==> config.mk <==
export PLATFORM = sky130hd
export DESIGN_NAME = smbios_structure_walker
export DESIGN_NICKNAME = d
export VERILOG_FILES = /design/src/hdl/ssw_pkg.sv /design/src/hdl/ssw_front.sv /design/src/hdl/ssw_queue.sv /design/src/hdl/ssw_back.sv /design/src/hdl/smbios_structure_walker.sv
export VERILOG_INCLUDE_DIRS = /design/src /design/src/hdl
export SDC_FILE = /design/constraint.sdc
export NUM_CORES = 2
export LEC_CHECK = 0
export CAP_MARGIN = 20
export CELL_PAD_IN_SITES_DETAIL_PLACEMENT = 0
export CELL_PAD_IN_SITES_GLOBAL_PLACEMENT = 1
export CORE_MARGIN = 1
export CORE_UTILIZATION = 52
export CTS_CLUSTER_SIZE = 14
export DETAILED_ROUTE_END_ITERATION = 6
export DONT_BUFFER_PORTS = 1
export GPL_ROUTABILITY_DRIVEN = 0
export GPL_TIMING_DRIVEN = 0
export PLACE_DENSITY = 0.88
export SETUP_SLACK_MARGIN = 0.5
export SYNTH_ARGS = -nofsm -noshare
export SYNTH_HDL_FRONTEND = slang
export SYNTH_SLANG_ARGS = --single-unit
==> constraint.sdc <==
create_clock -name i_clk -period 8.6 [get_ports i_clk]
set_input_delay 1.72 -clock i_clk [delete_from_list [all_inputs] [get_ports i_clk]]
set_output_delay 1.72 -clock i_clk [all_outputs]
set_load 0.02 [all_outputs]
==> src/hdl/smbios_structure_walker_assert.svh <==
// assertion helpers for the structure walker
`ifndef SMBIOS_STRUCTURE_WALKER_ASSERT_SVH
`define SMBIOS_STRUCTURE_WALKER_ASSERT_SVH

// same-cycle implication, off while in reset
`define SSW_ASSERT_NOW(label, clk, rst_n, ante, cons, msg) \
    label: assert property (@(posedge clk) disable iff (!rst_n) (ante) |-> (cons)) \
        else $error(msg);

// next-cycle implication, off while in reset
`define SSW_ASSERT_NEXT(label, clk, rst_n, ante, cons, msg) \
    label: assert property (@(posedge clk) disable iff (!rst_n) (ante) |=> (cons)) \
        else $error(msg);

`endif

==> src/hdl/ssw_pkg.sv <==
`default_nettype none

package ssw_pkg;

    // defaults for the top level parameters
    localparam int TYPE_SLOTS_DEF  = 128;
    localparam int OFFSET_BITS_DEF = 16;

    // input function codes
    localparam logic [1:0] FUNC_BYTE    = 2'd0;
    localparam logic [1:0] FUNC_LOOKUP  = 2'd1;
    localparam logic [1:0] FUNC_RESTART = 2'd2;

    // classified operations carried through the queue
    localparam logic [1:0] OP_BYTE   = 2'd0;
    localparam logic [1:0] OP_LOOKUP = 2'd1;
    localparam logic [1:0] OP_CLEAR  = 2'd2;

    // parse phases
    localparam logic [1:0] PH_HEADER    = 2'd0;
    localparam logic [1:0] PH_FORMATTED = 2'd1;
    localparam logic [1:0] PH_STRINGS   = 2'd2;

    // stop reasons
    localparam logic [2:0] STOP_NONE      = 3'd0;
    localparam logic [2:0] STOP_END_TYPE  = 3'd1;
    localparam logic [2:0] STOP_COUNT     = 3'd2;
    localparam logic [2:0] STOP_BYTES     = 3'd3;
    localparam logic [2:0] STOP_MALFORMED = 3'd4;

    // result kinds
    localparam logic KIND_STRUCT = 1'b0;
    localparam logic KIND_LOOKUP = 1'b1;

    localparam logic [7:0] END_TYPE   = 8'd127;
    localparam logic [7:0] ZERO_BYTE  = 8'd0;
    localparam logic [7:0] HEADER_LEN = 8'd4;

    // configuration registers
    localparam int         CFG_IDX_W        = 1;
    localparam int         CFG_DATA_W       = 16;
    localparam logic [0:0] CFG_COUNT_LIMIT  = 1'b0;
    localparam logic [0:0] CFG_BYTE_LIMIT   = 1'b1;

    // queue between front and back
    localparam int Q_DEPTH = 2;
    localparam int Q_PTR_W = 1;
    localparam int Q_CNT_W = 2;

    typedef struct packed {
        logic [1:0] func;
        logic [7:0] data_byte;
        logic [6:0] query_type;
    } t_in;

    typedef struct packed {
        logic        kind;
        logic [7:0]  struct_type;
        logic [15:0] struct_handle;
        logic [15:0] start_offset;
        logic [15:0] struct_size;
        logic [2:0]  stop_reason;
        logic        found;
    } t_out;

    typedef struct packed {
        logic [1:0] op;
        logic [7:0] data_byte;
        logic [6:0] query_type;
    } t_cmd;

    // queue head seen by the back end
    typedef struct packed {
        logic avail;
        t_cmd cmd;
    } t_q_head;

    // front end push request
    typedef struct packed {
        logic push;
        t_cmd cmd;
    } t_q_push;

endpackage

`default_nettype wire

==> src/hdl/ssw_front.sv <==
`default_nettype none

module ssw_front (
    input  wire             i_in_valid,
    input  ssw_pkg::t_in    i_in_data,
    output logic            o_in_ready,
    input  wire             i_q_full,
    output ssw_pkg::t_q_push o_q_push
);

    logic w_accept;

    assign o_in_ready = !i_q_full;
    assign w_accept   = i_in_valid && !i_q_full;

    always_comb begin
        o_q_push.push           = 1'b0;
        o_q_push.cmd.op         = ssw_pkg::OP_BYTE;
        o_q_push.cmd.data_byte  = i_in_data.data_byte;
        o_q_push.cmd.query_type = i_in_data.query_type;
        unique case (i_in_data.func)
            ssw_pkg::FUNC_BYTE: begin
                o_q_push.push   = w_accept;
                o_q_push.cmd.op = ssw_pkg::OP_BYTE;
            end
            ssw_pkg::FUNC_LOOKUP: begin
                o_q_push.push   = w_accept;
                o_q_push.cmd.op = ssw_pkg::OP_LOOKUP;
            end
            ssw_pkg::FUNC_RESTART: begin
                o_q_push.push   = w_accept;
                o_q_push.cmd.op = ssw_pkg::OP_CLEAR;
            end
            // unused code is taken and dropped here
            default: begin
                o_q_push.push = 1'b0;
            end
        endcase
    end

endmodule

`default_nettype wire

==> src/hdl/ssw_queue.sv <==
`default_nettype none

module ssw_queue (
    input  wire              i_clk,
    input  wire              i_rst_n,
    input  ssw_pkg::t_q_push i_q_push,
    input  wire              i_pop,
    output logic             o_full,
    output ssw_pkg::t_q_head o_head
);

    ssw_pkg::t_cmd r_entry [ssw_pkg::Q_DEPTH];
    logic [ssw_pkg::Q_PTR_W-1:0] r_wptr;
    logic [ssw_pkg::Q_PTR_W-1:0] r_rptr;
    logic [ssw_pkg::Q_CNT_W-1:0] r_count;
    logic [ssw_pkg::Q_CNT_W-1:0] n_count;
    logic w_push;
    logic w_pop;

    assign o_full      = (r_count == ssw_pkg::Q_CNT_W'(ssw_pkg::Q_DEPTH));
    assign w_push      = i_q_push.push && !o_full;
    assign w_pop       = i_pop && (r_count != '0);
    assign o_head.avail = (r_count != '0);
    assign o_head.cmd   = r_entry[r_rptr];

    always_comb begin
        n_count = r_count;
        if (w_push && !w_pop) begin
            n_count = r_count + 1'b1;
        end else if (w_pop && !w_push) begin
            n_count = r_count - 1'b1;
        end
    end

    always_ff @(posedge i_clk) begin
        if (!i_rst_n) begin
            r_wptr  <= '0;
            r_rptr  <= '0;
            r_count <= '0;
        end else begin
            r_count <= n_count;
            if (w_push) begin
                r_wptr <= r_wptr + 1'b1;
            end
            if (w_pop) begin
                r_rptr <= r_rptr + 1'b1;
            end
        end
    end

    always_ff @(posedge i_clk) begin
        if (w_push) begin
            r_entry[r_wptr] <= i_q_push.cmd;
        end
    end

endmodule

`default_nettype wire

==> src/hdl/ssw_back.sv <==
`default_nettype none

module ssw_back #(
    parameter int TYPE_SLOTS  = ssw_pkg::TYPE_SLOTS_DEF,
    parameter int OFFSET_BITS = ssw_pkg::OFFSET_BITS_DEF
) (
    input  wire                                i_clk,
    input  wire                                i_rst_n,
    input  ssw_pkg::t_q_head                   i_head,
    output logic                               o_pop,
    input  wire                                i_cfg_we,
    input  wire  [ssw_pkg::CFG_IDX_W-1:0]      i_cfg_index,
    input  wire  [ssw_pkg::CFG_DATA_W-1:0]     i_cfg_wdata,
    output logic                               o_out_valid,
    input  wire                                i_out_ready,
    output ssw_pkg::t_out                      o_out_data
);

    localparam int SLOT_BITS = (TYPE_SLOTS > 1) ? $clog2(TYPE_SLOTS) : 1;

    // parse state
    logic [1:0]             r_phase,   n_phase;
    logic [15:0]            r_bis,     n_bis;
    logic [7:0]             r_flen,    n_flen;
    logic [7:0]             r_ctype,   n_ctype;
    logic [15:0]            r_chandle, n_chandle;
    logic                   r_prevz,   n_prevz;
    logic [OFFSET_BITS-1:0] r_total,   n_total;
    logic [15:0]            r_done,    n_done;
    logic                   r_stopped, n_stopped;
    logic [TYPE_SLOTS-1:0]  r_slot_valid, n_slot_valid;

    logic [15:0] r_cnt_lim;
    logic [15:0] r_byte_lim;

    // offset table
    logic [OFFSET_BITS-1:0] r_offs [TYPE_SLOTS];
    logic [OFFSET_BITS-1:0] r_rd_off;

    // output register
    logic          r_out_valid;
    ssw_pkg::t_out r_out;
    logic          r_use_rd;

    ssw_pkg::t_out w_res;
    logic          w_res_v;
    logic          w_use_rd;
    logic          w_mem_we;
    logic          w_mem_re;

    logic [7:0]            w_b;
    logic [15:0]           w_bis_inc;
    logic [15:0]           w_bis_sat;
    logic [15:0]           w_done_inc;
    logic [31:0]           w_tot32;
    logic [32:0]           w_sum;
    logic [31:0]           w_rd32;
    logic [7:0]            w_qx;
    logic                  w_type_ok;
    logic                  w_q_ok;
    logic [SLOT_BITS-1:0]  w_wr_idx;
    logic [SLOT_BITS-1:0]  w_rd_idx;
    logic [2:0]            w_reason;

    assign o_pop      = i_head.avail && (!r_out_valid || i_out_ready);
    assign w_b        = i_head.cmd.data_byte;
    assign w_bis_inc  = r_bis + 16'd1;
    assign w_bis_sat  = (r_bis == 16'hFFFF) ? r_bis : w_bis_inc;
    assign w_done_inc = (r_done == 16'hFFFF) ? r_done : (r_done + 16'd1);
    assign w_tot32    = 32'(r_total);
    // end offset (start plus size) on the string byte that closes a structure
    assign w_sum      = 33'(w_tot32) + 33'(w_bis_sat);
    assign w_rd32     = 32'(r_rd_off);
    assign w_qx       = {1'b0, i_head.cmd.query_type};
    assign w_type_ok  = ({1'b0, r_ctype} < 9'(TYPE_SLOTS));
    assign w_q_ok     = ({1'b0, w_qx} < 9'(TYPE_SLOTS));
    assign w_wr_idx   = r_ctype[SLOT_BITS-1:0];
    assign w_rd_idx   = w_qx[SLOT_BITS-1:0];

    always_comb begin
        n_phase      = r_phase;
        n_bis        = r_bis;
        n_flen       = r_flen;
        n_ctype      = r_ctype;
        n_chandle    = r_chandle;
        n_prevz      = r_prevz;
        n_total      = r_total;
        n_done       = r_done;
        n_stopped    = r_stopped;
        n_slot_valid = r_slot_valid;
        w_res        = '0;
        w_res_v      = 1'b0;
        w_use_rd     = 1'b0;
        w_mem_we     = 1'b0;
        w_mem_re     = 1'b0;
        w_reason     = ssw_pkg::STOP_NONE;

        if (o_pop) begin
            unique case (i_head.cmd.op)
                ssw_pkg::OP_CLEAR: begin
                    n_phase      = ssw_pkg::PH_HEADER;
                    n_bis        = '0;
                    n_flen       = '0;
                    n_ctype      = '0;
                    n_chandle    = '0;
                    n_prevz      = 1'b0;
                    n_total      = '0;
                    n_done       = '0;
                    n_stopped    = 1'b0;
                    n_slot_valid = '0;
                end
                ssw_pkg::OP_LOOKUP: begin
                    w_res_v    = 1'b1;
                    w_res.kind = ssw_pkg::KIND_LOOKUP;
                    w_mem_re   = 1'b1;
                    if (w_q_ok && r_slot_valid[w_rd_idx]) begin
                        w_res.found = 1'b1;
                        w_use_rd    = 1'b1;
                    end
                end
                ssw_pkg::OP_BYTE: begin
                    if (!r_stopped) begin
                        unique case (r_phase)
                            ssw_pkg::PH_HEADER: begin
                                n_bis = w_bis_inc;
                                unique case (r_bis[1:0])
                                    2'd0: begin
                                        n_ctype   = w_b;
                                        n_chandle = '0;
                                    end
                                    2'd1: n_flen    = w_b;
                                    2'd2: n_chandle = {8'd0, w_b};
                                    default: n_chandle = {w_b, r_chandle[7:0]};
                                endcase
                                if (r_bis[1:0] == 2'd3) begin
                                    n_prevz = 1'b0;
                                    if (r_flen < ssw_pkg::HEADER_LEN) begin
                                        // header only, length field too short
                                        w_res_v             = 1'b1;
                                        w_res.kind          = ssw_pkg::KIND_STRUCT;
                                        w_res.struct_type   = r_ctype;
                                        w_res.struct_handle = n_chandle;
                                        w_res.start_offset  = w_tot32[15:0];
                                        w_res.struct_size   = 16'(ssw_pkg::HEADER_LEN);
                                        w_res.stop_reason   =
                                            (r_ctype == ssw_pkg::END_TYPE) ?
                                            ssw_pkg::STOP_END_TYPE :
                                            ssw_pkg::STOP_MALFORMED;
                                        n_stopped = 1'b1;
                                        n_bis     = '0;
                                        n_phase   = ssw_pkg::PH_HEADER;
                                    end else if (r_flen == ssw_pkg::HEADER_LEN) begin
                                        n_phase = ssw_pkg::PH_STRINGS;
                                    end else begin
                                        n_phase = ssw_pkg::PH_FORMATTED;
                                    end
                                end
                            end
                            ssw_pkg::PH_FORMATTED: begin
                                n_bis = w_bis_inc;
                                if (w_bis_inc >= {8'd0, r_flen}) begin
                                    n_phase = ssw_pkg::PH_STRINGS;
                                    n_prevz = 1'b0;
                                end
                            end
                            ssw_pkg::PH_STRINGS: begin
                                n_bis = w_bis_sat;
                                if (w_b == ssw_pkg::ZERO_BYTE && r_prevz) begin
                                    // double zero closes the structure
                                    if (r_ctype == ssw_pkg::END_TYPE) begin
                                        w_reason = ssw_pkg::STOP_END_TYPE;
                                    end else begin
                                        if (w_type_ok) begin
                                            n_slot_valid[w_wr_idx] = 1'b1;
                                            w_mem_we               = 1'b1;
                                        end
                                        if (r_byte_lim != '0 &&
                                            w_sum >= 33'(r_byte_lim)) begin
                                            w_reason = ssw_pkg::STOP_BYTES;
                                        end else begin
                                            n_done = w_done_inc;
                                            if (r_cnt_lim != '0 && w_done_inc >= r_cnt_lim) begin
                                                w_reason = ssw_pkg::STOP_COUNT;
                                            end
                                        end
                                    end
                                    w_res_v             = 1'b1;
                                    w_res.kind          = ssw_pkg::KIND_STRUCT;
                                    w_res.struct_type   = r_ctype;
                                    w_res.struct_handle = r_chandle;
                                    w_res.start_offset  = w_tot32[15:0];
                                    w_res.struct_size   = w_bis_sat;
                                    w_res.stop_reason   = w_reason;
                                    if (w_reason != ssw_pkg::STOP_NONE) begin
                                        n_stopped = 1'b1;
                                    end else begin
                                        n_total = w_sum[OFFSET_BITS-1:0];
                                    end
                                    n_phase = ssw_pkg::PH_HEADER;
                                    n_bis   = '0;
                                    n_prevz = 1'b0;
                                end else begin
                                    n_prevz = (w_b == ssw_pkg::ZERO_BYTE);
                                end
                            end
                            default: begin
                                n_phase = r_phase;
                            end
                        endcase
                    end
                end
                default: begin
                    n_phase = r_phase;
                end
            endcase
        end
    end

    always_ff @(posedge i_clk) begin
        if (!i_rst_n) begin
            r_phase      <= ssw_pkg::PH_HEADER;
            r_bis        <= '0;
            r_flen       <= '0;
            r_ctype      <= '0;
            r_chandle    <= '0;
            r_prevz      <= 1'b0;
            r_total      <= '0;
            r_done       <= '0;
            r_stopped    <= 1'b0;
            r_slot_valid <= '0;
            r_cnt_lim    <= '0;
            r_byte_lim   <= '0;
            r_out_valid  <= 1'b0;
            r_use_rd     <= 1'b0;
        end else begin
            r_phase      <= n_phase;
            r_bis        <= n_bis;
            r_flen       <= n_flen;
            r_ctype      <= n_ctype;
            r_chandle    <= n_chandle;
            r_prevz      <= n_prevz;
            r_total      <= n_total;
            r_done       <= n_done;
            r_stopped    <= n_stopped;
            r_slot_valid <= n_slot_valid;
            if (i_cfg_we) begin
                unique case (i_cfg_index)
                    ssw_pkg::CFG_COUNT_LIMIT: r_cnt_lim  <= i_cfg_wdata;
                    default:                  r_byte_lim <= i_cfg_wdata;
                endcase
            end
            if (o_pop) begin
                r_out_valid <= w_res_v;
                r_use_rd    <= w_use_rd;
            end else if (i_out_ready) begin
                r_out_valid <= 1'b0;
            end
        end
    end

    always_ff @(posedge i_clk) begin
        if (o_pop) begin
            r_out <= w_res;
        end
    end

    // offset table: one write and one registered read per cycle
    always_ff @(posedge i_clk) begin
        if (w_mem_we) begin
            r_offs[w_wr_idx] <= r_total;
        end
        if (w_mem_re) begin
            r_rd_off <= r_offs[w_rd_idx];
        end
    end

    always_comb begin
        o_out_data = r_out;
        if (r_use_rd) begin
            o_out_data.start_offset = w_rd32[15:0];
        end
    end

    assign o_out_valid = r_out_valid;

endmodule

`default_nettype wire

==> src/hdl/smbios_structure_walker.sv <==
// smbios_structure_walker
// input channel: one item per transfer on i_in_valid / o_in_ready. func selects a
// table byte, a lookup of the offset recorded for query_type, or a restart that
// clears the parse state, counters and the type table. the unused func code is
// taken and dropped.
// output channel: one result per transfer on o_out_valid / i_out_ready: a
// structure report (kind 0) when a structure closes or parsing stops, or a
// lookup answer (kind 1).
// configuration: i_cfg_we writes the count limit (index 0) or byte limit
// (index 1); write only while no item is in flight.
// throughput: one item per clock while the output is not held; the limit is the
// combinational parse update and the one-write one-read offset table.
// path: a taken item is written into the queue, then its result is registered in the
// output register when the back end pops it, which waits while a result is held.
// reset: limits zero, table entries invalid, parser waits for a header byte.
// stall: with the output held the queue fills and o_in_ready drops once two
// items wait behind the held result; nothing is lost.
`default_nettype none

module smbios_structure_walker #(
    parameter int TYPE_SLOTS  = ssw_pkg::TYPE_SLOTS_DEF,
    parameter int OFFSET_BITS = ssw_pkg::OFFSET_BITS_DEF
) (
    input  wire                            i_clk,
    input  wire                            i_rst_n,
    input  wire                            i_in_valid,
    output logic                           o_in_ready,
    input  ssw_pkg::t_in                   i_in_data,
    output logic                           o_out_valid,
    input  wire                            i_out_ready,
    output ssw_pkg::t_out                  o_out_data,
    input  wire                            i_cfg_we,
    input  wire  [ssw_pkg::CFG_IDX_W-1:0]  i_cfg_index,
    input  wire  [ssw_pkg::CFG_DATA_W-1:0] i_cfg_wdata
);

`include "smbios_structure_walker_assert.svh"

    ssw_pkg::t_q_push w_q_push;
    ssw_pkg::t_q_head w_q_head;
    logic             w_q_full;
    logic             w_pop;

    ssw_front u_front (
        .i_in_valid (i_in_valid),
        .i_in_data  (i_in_data),
        .o_in_ready (o_in_ready),
        .i_q_full   (w_q_full),
        .o_q_push   (w_q_push)
    );

    ssw_queue u_queue (
        .i_clk    (i_clk),
        .i_rst_n  (i_rst_n),
        .i_q_push (w_q_push),
        .i_pop    (w_pop),
        .o_full   (w_q_full),
        .o_head   (w_q_head)
    );

    ssw_back #(
        .TYPE_SLOTS  (TYPE_SLOTS),
        .OFFSET_BITS (OFFSET_BITS)
    ) u_back (
        .i_clk       (i_clk),
        .i_rst_n     (i_rst_n),
        .i_head      (w_q_head),
        .o_pop       (w_pop),
        .i_cfg_we    (i_cfg_we),
        .i_cfg_index (i_cfg_index),
        .i_cfg_wdata (i_cfg_wdata),
        .o_out_valid (o_out_valid),
        .i_out_ready (i_out_ready),
        .o_out_data  (o_out_data)
    );

    `SSW_ASSERT_NOW(a_pop_needs_item, i_clk, i_rst_n, w_pop, w_q_head.avail, "pop from empty queue")
    `SSW_ASSERT_NOW(a_pop_needs_slot, i_clk, i_rst_n, w_pop, (!o_out_valid || i_out_ready), "pop while result held")
    `SSW_ASSERT_NOW(a_push_is_transfer, i_clk, i_rst_n, w_q_push.push, (i_in_valid && o_in_ready), "push without input transfer")
    `SSW_ASSERT_NOW(a_miss_has_no_offset, i_clk, i_rst_n, (o_out_valid && o_out_data.kind == ssw_pkg::KIND_LOOKUP && !o_out_data.found), (o_out_data.start_offset == 16'd0), "lookup miss with offset")
    `SSW_ASSERT_NOW(a_report_not_found, i_clk, i_rst_n, (o_out_valid && o_out_data.kind == ssw_pkg::KIND_STRUCT), (!o_out_data.found), "structure report with found set")

endmodule

`default_nettype wire
### Word level (Yosys, flattened, before mapping)

Memory sizes are Yosys's and may differ from the RTL's. A register that Yosys moved wholly into a read port is not among the register bits.
Cells that the tools add are included.
W data, S select, Z words.

* register bits after elaboration: 311
* memories: 2
* word-level logic and storage cells: 220
* output and inout port bits: 63
* input bits: 39
* memory bits (writable): 2082

Memory list
* u_back.r_offs: depth 128, width 16, read ports 1, clocked after memory_dff 1, wr ports 1, line ssw_back.sv:37 `logic [OFFSET_BITS-1:0] r_offs [TYPE_SLOTS];`
* u_queue.r_entry: depth 2, width 17, read ports 1, clocked after memory_dff 1, wr ports 1, line ssw_queue.sv:12 `ssw_pkg::t_cmd r_entry [ssw_pkg::Q_DEPTH];`

* muxes and demuxes: 105
* equal/unequal tests: 28
* $add $sub $neg: 7
* $lt $le $gt $ge: 9
* bitwise gates (word level): 3
* reductions and logical operators: 42

Operator list (number)
* $mux W128: 5
* $mux W16: 18
* $pmux W128 S2: 1
* $or A128 B128 Y128: 1
* $pmux W16 S2: 4
* $mux W60: 2
* $pmux W60 S2: 1
* $mux W59: 2
* $pmux W16 S3: 2
* $mux W8: 6
* $ge A33 B16 Y1: 1
* $mux W1: 33
* $add A16 B1 Y16 const B: 2
* $eq A16 B16 Y1 const B: 2
* $pmux W8 S2: 2
* $reduce_bool A16 Y1: 2
* $lt A7 B8 Y1 const B: 3
* $mux W3: 8
* $reduce_and A7 Y1: 3
* $mux W2: 9
* $add A16 B16 Y17: 1
* $ge A16 B16 Y1: 1
* $ge A16 B8 Y1: 1
* $ne A2 B2 Y1 const B: 8
* 33 further kinds: 76

### Logic depth before layout (Yosys ltp)

* depth after elaboration: 18
* gate-level depth with buffers: 25
* mapped depth without buffers: 23

### By module

A second synthesis with hierarchy kept.

* cells, all modules: 4874
* area, all modules: 95492.8 µm²

Modules (own cells, without submodules)
* ssw_back: area each 93887.5 µm², cells an instance 4776, times used 1
* ssw_queue: area each 1461.4 µm², cells an instance 78, times used 1
* ssw_front: area each 143.9 µm², cells an instance 20, times used 1

### Least setup slack after synthesis

OpenSTA, ideal clock, no wires.

* path type: reg-to-reg
* from: register u_back.r_total[2]
* to: register u_back.r_total[10]
* library setup time: 68 ps
* stages on the path, launching flop included: 18
* data arrival time: 6215 ps
* clock period less this slack: 6283 ps
* path slack: 2317 ps
* cell sequence: dfxtp_1 > ha_1 > nor2b_1 > o31a_1 > o211ai_1 > nand2_1 > a211oi_1 > o21ai_0 > xnor2_1 > ha_1 > a211oi_1 > o211ai_1 > a221o_1 > o21ai_0 > o211ai_1 > nor4_1 > clkbuf_1 > a22o_1

* word-level cells in the longest chain between the ends: 13

Ends and longest elaborated chain
* start, declared: line ssw_back.sv:28 `logic [OFFSET_BITS-1:0] r_total, n_total;`
* start signal, assigned: line ssw_back.sv:242 `r_total <= n_total;`
* $add A16 B16 Y17 *: line ssw_back.sv:72 `assign w_sum = 33'(w_tot32) + 33'(w_bis_sat);`
* $ge A33 B16 Y1: line ssw_back.sv:178 `w_sum >= 33'(r_byte_lim)) begin`
* $logic_and A1 B1 Y1: line ssw_back.sv:177 `if (r_byte_lim != '0 &&`
* $mux W3: line ssw_back.sv:177
* $mux W3: line ssw_back.sv:170 `if (r_ctype == ssw_pkg::END_TYPE) begin`
* $mux W3: line ssw_back.sv:168 `if (w_b == ssw_pkg::ZERO_BYTE && r_prevz) begin`
* $mux W3: line ssw_back.sv:123 `unique case (r_phase)`
* $mux W3: line ssw_back.sv:122 `if (!r_stopped) begin`
* $mux W3: line ssw_back.sv:99 `unique case (i_head.cmd.op)`
* $mux W3: line ssw_back.sv:98 `if (o_pop) begin`
* $reduce_bool A3 Y1: line ssw_back.sv:194 `if (w_reason != ssw_pkg::STOP_NONE) begin`
* $ne A2 B2 Y1 (no source line)
* $reduce_and A6 Y1 (no source line)

Mark *: on every way between the ends. The rest lies on a longest branch, timed or not. The select of a mux whose other input is x is not followed.
A chain may end at the register's enable or synchronous reset.

### Worst setup path after layout

* from: register u_back.r_bis[0]
* to: register u_back.r_total[11]

* word-level cells in the longest chain between the ends: 15

Ends and longest elaborated chain
* start, declared: line ssw_back.sv:23 `logic [15:0] r_bis, n_bis;`
* start signal, assigned: line ssw_back.sv:237 `r_bis <= n_bis;`
* $add A16 B1 Y16 or $eq A16 B16 Y1 (tied branches): line ssw_back.sv:67, ssw_back.sv:68
* $mux W16 *: line ssw_back.sv:68 `assign w_bis_sat = (r_bis == 16'hFFFF) ? r_bis : w_bis_inc;`
* $add A16 B16 Y17 *: line ssw_back.sv:72
* $ge A33 B16 Y1: line ssw_back.sv:178
* $logic_and A1 B1 Y1: line ssw_back.sv:177
* $mux W3: line ssw_back.sv:177
* $mux W3: line ssw_back.sv:170
* $mux W3: line ssw_back.sv:168
* $mux W3: line ssw_back.sv:123
* $mux W3: line ssw_back.sv:122
* $mux W3: line ssw_back.sv:99
* $mux W3: line ssw_back.sv:98
* $reduce_bool A3 Y1: line ssw_back.sv:194
* $ne A2 B2 Y1 (no source line)
* $reduce_and A6 Y1 (no source line)

Marked as above.

==> impl_metrics.py <==
metrics = {
    "critical_path": {
        "critPathMaxFanout": 10,
        "critical_path_class": "register to register",
        "crit_arrival_ps": 8240,
        "reg2reg_to": "u_back.r_total[11]",
        "r2r_start": "u_back.r_bis[0]",
        "crit_path_end_kind": "register",
        "cp.required_ps": 9350,
        "reg2reg_slack_ps": 1100,
        "startpoint_type": "register",
        "r2r_cells": 25,
    },
    "final_layout": {
        "drive_gt1_share_pct": 7.901,
        "finalNetCount": 8612,
        "final_cells": 11200,
        "fin_area_mm2": 0.1112,
        "syn_to_final_growth_pct": 13.61,
    },
    "cts": {
        "h-tree-depth": 4,
        "cts_hold_buffers": 0,
        "cts.root.buffer_cell": "clkbuf_16",
        "cts_tree": "done",
        "clk_path_buf_depth": 3,
        "cts.sinks": 2410,
        "clock_latency_ps": 900,
        "cts_buffers": 231,
        "clkTransAtPathRegs_ps": 70,
    },
    "synth": {
        "syn_avg_cell_area_um2": 12.08,
        "synth-edff-count": 2159,
        "ys_top_cells_by_count": "2,166 x nand2_1, 2,159 x edfxtp_1, 1,105 x nand3_1, 400 x clkbuf_1, 374 x nor2_1",
        "synth_top_area_cell": "edfxtp_1",
        "synth.area.top_cells": "edfxtp_1 66%, nand2_1 8.3%, nand3_1 5.7%",
        "ys_warn_count": 0,
        "synth_area_mm2": 0.09788,
        "synthFlopType": "edfxtp_1",
        "synth_top_area_share_pct": 66.24,
        "synthCells": 8101,
        "synth.most_common_cell": "nand2_1",
        "yosysSeqAreaShare_pct": 71.37,
        "async_flop_share_pct": 0,
        "synth_seq_cells": 2410,
        "ys_types": 72,
    },
    "routing": {
        "firstDrtPassIters": 6,
        "drc": 0,
        "routedWlPerCell_um": 28.25,
        "drt.antenna.violating_nets": 0,
        "vias": 70460,
        "avgViaCountPerCell": 6.292,
        "drtIter0Drc": 11510,
        "routed_wl_um": 316400,
    },
    "die": {
        "fp.dieH_um": 435.9,
        "core_mm2": 0.1862,
        "die_x_um": 435.9,
        "pin_count": 102,
        "die_area_mm2": 0.1900,
        "fp-row-count": 158,
        "initial_core_util_pct": 52.56,
    },
    "power": {
        "power.internal_mw": 20.44,
        "pwr-share-seq_pct": 41.0,
        "peakVddDrop_v": 0.0002272,
        "clock_power_share_pct": 32.0,
        "p_comb_share_pct": 27.0,
        "p_leak_nw": 38.99,
        "p_switching_mw": 11.14,
        "p_sw_share_pct": 35.26,
        "p_per_area_mw_per_mm2": 284.0,
    },
    "grt": {
        "overflow": 0,
        "antenna_found_initial": 22,
        "grt_pass1_vias": 66370,
        "grt_max_degree": 77,
        "grtUsageTotal_pct": 32.55,
        "grt_pass1_wl_um": 447300,
    },
    "sta": {
        "fin_worst_skew_ps": 44.68,
        "slew_headroom_pct": -1.182,
        "tightest_slew_ps": 1518,
        "hold_viol": 0,
        "fmax_mhz": 133.4,
        "maxSlewViolCount": 1,
        "setup_violations": 0,
        "period_needed_ps": 7497,
        "min_period_over_period_pct": 87.17,
        "rsz0062_at_grt": "false",
    },
    "hold_path": {
        "min_delay_worst_endpoint": "u_back.r_slot_valid[86]",
        "hold_start": "u_back.r_slot_valid[86]",
        "hold_path.class": "register to register",
        "hold-path-cell-count": 2,
    },
    "placed_design": {
        "place_area_mm2": 0.1035,
        "placed_cells": 10740,
        "portBuffers": 0,
        "place_hpwl_um": 217900,
    },
    "job": {
        "maxCapViolCount": 0,
    },
    "outcome": {
        "violations": "max-slew violations",
        "status": "finished, violations left",
    },
}
final cells by class:
class | count | area [µm²]
Timing Repair Buffer | 158 | 2312
Inverter | 82 | 310.3
Buffer | 560 | 2305
Clock inverter | 143 | 1390
Tap cell | 2480 | 3103
Fill cell | 14260 | 75020
Multi-Input combinational cell | 5064 | 25690
Sequential cell | 2410 | 69920
Clock buffer | 291 | 6148
Antenna cell | 11 | 27.53
flip-flops by register name, indices dropped and copies added, names as in the netlist, 2 cells and up, named ones only:
| signal | count |
|---|---|
| u_back.r_offs | 2048 |
| u_back.r_rd_off | 16 |
| u_back.r_done | 16 |
| u_back.r_slot_valid | 128 |
| u_queue.r_entry | 34 |
| u_queue.r_count | 2 |
| u_back.r_byte_lim | 16 |
| u_back.o_out_data | 45 |
| u_back.r_total | 16 |
| u_back.r_cnt_lim | 16 |
| u_back.r_bis | 16 |
| u_back.r_out | 16 |
| u_back.r_ctype | 8 |
| u_back.r_chandle | 16 |
| u_back.r_phase | 2 |
| u_back.r_flen | 8 |
power by group through the flow:
stage | Clock, mW | Combinational (mW) | Sequential (mW)
final | 10.1 | 8.53 | 12.9
after global routing | 10.5 | 8.72 | 12.9
after CTS | 10.1 | 8.07 | 12.9
after detailed placement | 0 | 8.03 | 13.2
after global placement | 0 | 7.73 | 13.2
after floorplan | 0 | 4.42 | 13.1
metal layers:
layer | GRT usage (%) | vias to the layer above | wire length, µm
met1 | 41.49 | 34220 | 111700
met4 | 22.05 | 6 | 25050
li1 | - | 30210 | -
met2 | 48.06 | 4980 | 137700
met3 | 9.755 | 1045 | 41810
met5 | 0 | - | 28
cell families after synthesis:
logic type      Yosys count  synth area share (%)
buf+inv                 642                 2.658
simple gates           3968                 17.48
flops                  2410                 71.37
other cells               1              0.003831
fa+ha+maj                66                0.8513
mux                     162                 1.790
xor+xnor                 40                0.3579
compound gates          812                 5.490
stage by stage:
stage / util, % / setup WS [ps] / hold slack (ps) / setup TNS [ps] / total power, mW
2_1_floorplan: - / 2317 / 429.1 / 0 / 17.56
3_3_place_gp: 54.26 / -1634 / 442.7 / -39080 / 20.96
3_5_place_dp: 55.58 / 343.2 / 449.4 / 0 / 21.22
4_1_cts: 59.63 / 666.8 / 465.4 / 0 / 31.09
5_1_grt: 59.70 / 622.7 / 485.8 / 0 / 32.20
6_report: 59.72 / 1103 / 467.3 / 0 / 31.58
how the worst max path moves through the flow:
| stage | slack, ps | to | start | cells after the start |
|---|---|---|---|---|
| after floorplan | 2320 | u_back.r_total[10] | u_back.r_total[2] | 17 |
| after global placement | -1630 | u_back.r_total[7] | u_back.r_total[8] | 16 |
| after detailed placement | 340 | u_back.r_total[7] | u_back.r_bis[0] | 25 |
| after CTS | 670 | u_back.r_total[11] | u_back.r_bis[0] | 25 |
| after global routing | 620 | u_back.r_total[11] | u_back.r_bis[0] | 25 |
| final | 1100 | u_back.r_total[11] | u_back.r_bis[0] | 25 |
what timing repair did:
item / 4_1_cts / 5_1_grt
pin swaps: 0 / 1
resized for setup: 1 / 3
setup buffers: 0 / 3
setup endpoints to repair: 10 / 28
cell usage in the layout, fill, tap and decap left out, types with 65 or more instances in the layout:
cell type,synthesis,final
edfxtp_1,2159,2159
dfxtp_1,251,235
a31oi_1,184,184
nand2_1,2166,2166
a311oi_1,97,97
inv_1,81,80
ha_1,65,65
a21oi_1,261,261
clkbuf_16,0,233
nor2_2,0,70
and3_1,118,118
clkbuf_1,400,439
nor2_1,374,303
buf_4,45,84
mux2i_1,130,129
buf_1,97,97
nand3_1,1105,1105
critical path, stage by stage, from the launching register on:
cell and delay, ps:
dfxtp_1 570, ha_1 210, clkbuf_1 320, nand3_1 360, nor3_2 350, nand3_1 230
clkbuf_1 310, buf_1 290, nand2_1 120, ha_1 270, nor2b_1 170, o31a_1 270
o211ai_1 180, nand2_1 130, a211oi_2 360, o21ai_0 180, xnor2_1 260, ha_1 320
a211oi_1 290, o211ai_1 140, a221o_1 330, o21ai_0 260, o211ai_1 380, o31a_1 480
clkbuf_1 280, a22o_1 330
(Power assumes the default switching activity.)
